<file path="config.mk">
export PLATFORM = sky130hd
export DESIGN_NAME = dbsq_ram
export DESIGN_NICKNAME = d
export VERILOG_FILES = /design/src/dbsq_ram.sv
export SDC_FILE = /design/constraint.sdc
export NUM_CORES = 1
export LEC_CHECK = 0
export ABC_AREA = 0
export BUFFER_PORTS_ARGS = -buffer_cell sky130_fd_sc_hd__buf_4
export CORE_MARGIN = 10
export CORE_UTILIZATION = 40
export DETAILED_ROUTE_END_ITERATION = 6
export GPL_TIMING_DRIVEN = 0
export PLACE_DENSITY = 0.63
export SETUP_SLACK_MARGIN = 0.1
export SYNTH_ARGS = -nofsm -noshare
export SYNTH_HDL_FRONTEND = slang
export SYNTH_SLANG_ARGS = --single-unit
</file>
<file path="constraint.sdc">
create_clock -name clk -period 2 [get_ports clk]
set_input_delay 0.3 -clock clk [delete_from_list [all_inputs] [get_ports clk]]
set_output_delay 0.3 -clock clk [all_outputs]
set_load 0.02 [all_outputs]
</file>
<file path="src/dbsq_ram.sv">
`timescale 1ns / 1ps

module dbsq_ram #(
	parameter int WIDTH = 8,
	parameter int DEPTH = 64,
	parameter int AW    = $clog2(DEPTH)
) (
	input  logic             clk,
	input  logic             we,
	input  logic [AW-1:0]    waddr,
	input  logic [WIDTH-1:0] wdata,
	input  logic [AW-1:0]    raddr,
	output logic [WIDTH-1:0] rdata
);

	logic [WIDTH-1:0] mem [DEPTH];

	// write one word, read one word registered
	always_ff @(posedge clk) begin
		if (we) begin
			mem[waddr] <= wdata;
		end
		rdata <= mem[raddr];
	end

endmodule

</file>
## Word-level counts from Yosys, hierarchy flattened

Memories as Yosys holds them, arrays and structs flattened. A register that Yosys moved wholly into a read port is not among the register bits.
Cells that the tools add are included.

| word-level totals | value |
|---|---|
| output and inout port bits | 8 |
| memories kept | 1 |
| logic and storage cells | 3 |
| input bits | 22 |
| bits in writable memories | 512 |
| register bits | 0 |

Memory list:

| name | depth | width | read ports | clocked after Yosys merged registers in | write ports | RTL line | RTL |
|---|---|---|---|---|---|---|---|
| mem | 64 | 8 | 1 | 1 | 1 | 16 | `logic [WIDTH-1:0] mem [DEPTH];` |

| operators by class | value |
|---|---|
| mux-type cells | 2 |

Operator list:

| cell | count |
|---|---|
| $mux 1 | 2 |

## Logic depth before layout (Yosys ltp)

| logic depth | value |
|---|---|
| word-level depth | 2 |
| gate-level depth with buffers | 9 |
| gate-level depth less buffers | 5 |

## Worst setup path after synthesis

No wires, ideal clock.

| path | value |
|---|---|
| kind | input port to flip-flop |
| start point | input raddr[1] |
| end point | register rdata[3] (read register of mem) |
| slack | 0.032 ns |
| data arrival time | 1.840 ns |
| required time | 1.872 ns |
| stages on the path | 7 |
| cells stage by stage | buf_4 > buf_2 > buf_2 > mux4_2 > mux4_2 > o21ai_1 > o41ai_1 |

RTL lines:

| what | RTL line | RTL |
|---|---|---|
| from (decl) | 12 | `input logic [AW-1:0] raddr,` |
| to (decl) | 13 | `output logic [WIDTH-1:0] rdata` |

## Final worst setup path

| path | value |
|---|---|
| start point | input waddr[1] |
| end point | memory mem[35][7], enable pin |

RTL lines:

| what | RTL line | RTL |
|---|---|---|
| from (decl) | 10 | `input logic [AW-1:0] waddr,` |
| to (decl) | 16 |  |

No word-level cell before the write port.

==> reports/qor.yml <==
synth-seq-cells: 520
internal-power_mw: 17.5
cp.required_ns: 2.20
netlist_area_sq_um: 20200
power.combinational.fraction_pct: 6.1
grt_first_pass_wirelength_microns: 70200
rsz0062_at_grt: "yes"
worstHoldPathType: "in -> reg"
timing.final.crit_share_pct: 101
die_area_sq_um: 59800
gp_congestion: 0.907
cell_chain_of_the_critical_path: "clkbuf_1, nor2b_1, nand3_1, nor2_1"
antenna_found_initial: 3
die-width_microns: 245
finalClockSkew_ns: 0.0139
end_kind: "register"
synth_cells: 940
clock_power_share_pct: 39.6
power_density_nw_per_um2: 960
max_cap_viol_count: 0
clk_latency_ns: 0.57
floorplan.die.height_microns: 245
asyncSetResetFlopFracSynth_pct: 0
cts_sinks: 520
final.fill_count: 4129
reg2reg_slack_ns: 0.04
area_delta_synth_final_pct: 14.9
finalCoreUtilization_pct: 46.4
drv_slew: 0
run_status: "complete, but fails checks"
routed_wl_microns: 48400
globalRouteOverflowTotal: 0
cts-root-to-sink-buffers: 3
finalWorstSetupSlack_ns: -0.0134
crit_type: "in -> reg"
cpMaxStageDelayCell: "sky130_fd_sc_hd__nor2_1"
drc: 0
critPathBufInv: 1
post-synth-top-area-cell: "sky130_fd_sc_hd__edfxtp_1"
report.final.hold_viol_count: 0
max_freq_mhz: 497
vias_per_cell: 5.65
port_buffers: 21
power_leakage_nw: 7.07
ioPinCount: 30
detail_route.wl_per_cell_microns: 28.0
largest_net_degree_at_the_start_of_global_routing: 65
failed_checks: "negative setup slack"
fin_hold_ws_ns: 0.103
dp_hpwl_microns: 30600
synth_top_cells_by_area: "sky130_fd_sc_hd__edfxtp_1, sky130_fd_sc_hd__mux4_2, sky130_fd_sc_hd__nor2_1"
timing.critical_path.fanout_max: 10
grt_util_overall_pct: 16.1
starting_density_of_the_core_pct: 40.4
power.total_mw: 22.3
netSwitchingPower_mw: 4.72
startpoint_type: "input port"
netSwitchingFraction_pct: 21.2
syn-mean-instance-area_sq_um: 21.5
dominantRegCellSynth: "sky130_fd_sc_hd__edfxtp_1"
critical-path-max-stage-delay_ns: 0.82
number_of_h_tree_levels: 2
dr_total_vias: 9759
power.share.sequential_pct: 54.3
drt-initial-drc-count: 1269
grt_pass1_vias: 9951
worstPathArrival_ns: 2.21
synth.lib_cells_used.distinct: 40
synth_sequential_area_ratio_pct: 77.0
synth_nets: 962
timing.max_slew.rel_slack_pct: 11.2
inserted_clock_buffers: 50
cts.reportedPaths.clkPinSlew_ns: 0.06
final.min_clock_period_ns: 2.01
max_slew.worst_pin.slew_ns: 1.32
timing.final.setup_violations: 8
path_delay_family: "simple AND/OR/NAND/NOR gates"
tritoncts: "built"
drtPass1Iterations: 5
vdd.ir_drop.worst_v: 0.000618
row_cnt: 82
edff_count_synth: 512
layout.nets: 1037
root_buffer: "sky130_fd_sc_hd__clkbuf_16"
antenna_fix_cells: 0
drt.antenna.violating_nets: 0
drive_gt1_share_pct: 33.2
synth_largest_type_area_fraction_pct: 76.2
fp.coreArea_sq_um: 50000
yosys_warnings: 0
worst paths after layout:
check / to / start / depth (start not counted)
worst max-delay path: mem[35][7] / waddr[1] / 4
worst min-delay path: rdata[5] / raddr[5] / 2
worst max register to register: rdata[6] / mem[21][6] / 5
worst min register to register: rdata[7] / mem[6][7] / 4
per-stage QoR:
stage          instance area [sq um]  TNS, ns  cells  setup slack (ns)
6_report                       23200  -0.0943   1726           -0.0134
2_1_floorplan                  20200        0    940             0.109
3_3_place_gp                   21200  -204.93   1633             -1.08
4_1_cts                        22900    -1.17   1724           -0.0789
5_1_grt                        23200    -2.52   1726            -0.104
3_5_place_dp                   21200  -226.99   1633             -1.19
final cells by class:
type | count | area, sq um | share of cell area (%)
clock buffer | 69 | 1350 | 5.84
tap | 672 | 841 | 3.63
multi-input combinational | 369 | 4720 | 20.4
timing repair buffer | 23 | 173 | 0.745
buffer | 51 | 398 | 1.72
clock inverter | 22 | 158 | 0.680
sequential | 520 | 15500 | 67.0
cell usage in the layout (no fill, tap or decap), types with 3 or more instances in the layout:
master                      synthesis  routed
sky130_fd_sc_hd__a221oi_1           6       5
sky130_fd_sc_hd__mux2_2            13      11
sky130_fd_sc_hd__o2111ai_1          3       3
sky130_fd_sc_hd__nand2b_1           7       7
sky130_fd_sc_hd__clkbuf_16          0      51
sky130_fd_sc_hd__dfxtp_1            8       8
sky130_fd_sc_hd__nand3b_1           3       3
sky130_fd_sc_hd__buf_6              4      14
sky130_fd_sc_hd__mux2i_2            0       3
sky130_fd_sc_hd__o221ai_1           8       8
sky130_fd_sc_hd__nor2_1            83      29
sky130_fd_sc_hd__nor2_2             0      48
sky130_fd_sc_hd__nand2_1           19      19
sky130_fd_sc_hd__clkbuf_2           0       8
sky130_fd_sc_hd__buf_4             13      32
sky130_fd_sc_hd__mux2i_1           23      20
sky130_fd_sc_hd__buf_2             11       5
sky130_fd_sc_hd__a211oi_1           4       4
sky130_fd_sc_hd__a21oi_1            3       3
sky130_fd_sc_hd__o22ai_1            8       6
sky130_fd_sc_hd__nor3_2             0       3
sky130_fd_sc_hd__edfxtp_1         512     512
sky130_fd_sc_hd__clkinv_2           0       8
sky130_fd_sc_hd__a22oi_1            3       3
sky130_fd_sc_hd__mux4_2           126     126
sky130_fd_sc_hd__clkinv_1           0       9
sky130_fd_sc_hd__nand3_1           13      11
sky130_fd_sc_hd__nor2b_1           14      14
sky130_fd_sc_hd__nor2_4             0       6
sky130_fd_sc_hd__o2bb2ai_2          0       3
sky130_fd_sc_hd__clkbuf_1          17      25
power by group through the flow:
stage / clock (mW) / sequential (mW) / combinational [mW]
2_1_floorplan: 0 / 12.3 / 0.645
3_3_place_gp: 0 / 12.3 / 1.22
3_5_place_dp: 0 / 12.3 / 1.24
4_1_cts: 8.95 / 12.1 / 1.29
5_1_grt: 9.41 / 12.1 / 1.42
6_report: 8.82 / 12.1 / 1.36
per-layer routing:
layer / track usage [%] / wire length, microns / vias up
met5: 0 / 22 / -
met4: 5.72 / 1760 / 4
met3: 3.10 / 3820 / 94
met2: 24.9 / 22700 / 390
met1: 22.6 / 20100 / 5192
li1: - / - / 4079
registers in the layout (all words and copies together), names as in the netlist:
register  flops
mem         512
rdata         8
logic make-up (layout without fill, tap and decap cells):
| group | Yosys count | after routing | share of synthesized area [%] |
|---|---|---|---|
| simple gates | 153 | 153 | 3.39 |
| buf+inv | 51 | 165 | 1.57 |
| mux | 162 | 162 | 15.9 |
| flops | 520 | 520 | 77.0 |
| compound gates | 54 | 54 | 2.07 |
synth_stat cells (3+ instances only):
| cell | count |
|---|---|
| sky130_fd_sc_hd__clkbuf_1 | 17 |
| sky130_fd_sc_hd__dfxtp_1 | 8 |
| sky130_fd_sc_hd__o2bb2ai_1 | 3 |
| sky130_fd_sc_hd__a221oi_1 | 6 |
| sky130_fd_sc_hd__a21oi_1 | 3 |
| sky130_fd_sc_hd__nand3_1 | 13 |
| sky130_fd_sc_hd__mux4_2 | 126 |
| sky130_fd_sc_hd__mux2_2 | 13 |
| sky130_fd_sc_hd__a22oi_1 | 3 |
| sky130_fd_sc_hd__buf_2 | 11 |
| sky130_fd_sc_hd__nand2_1 | 19 |
| sky130_fd_sc_hd__nand2b_1 | 7 |
| sky130_fd_sc_hd__nor2b_1 | 14 |
| sky130_fd_sc_hd__buf_4 | 13 |
| sky130_fd_sc_hd__nor2_1 | 83 |
| sky130_fd_sc_hd__o221ai_1 | 8 |
| sky130_fd_sc_hd__edfxtp_1 | 512 |
| sky130_fd_sc_hd__buf_6 | 4 |
| sky130_fd_sc_hd__nand3b_1 | 3 |
| sky130_fd_sc_hd__buf_1 | 4 |
| sky130_fd_sc_hd__a211oi_1 | 4 |
| sky130_fd_sc_hd__o2111ai_1 | 3 |
| sky130_fd_sc_hd__nor3_1 | 7 |
| sky130_fd_sc_hd__o22ai_1 | 8 |
| sky130_fd_sc_hd__mux2i_1 | 23 |
timing repair:
item	4_1_cts	5_1_grt
endpoints found under the setup margin	184	331
hold buffers	0	0
buffers inserted	0	2
pin swaps	0	5
resized for setup	61	76
gates cloned	0	0
(Power assumes the default switching activity.)
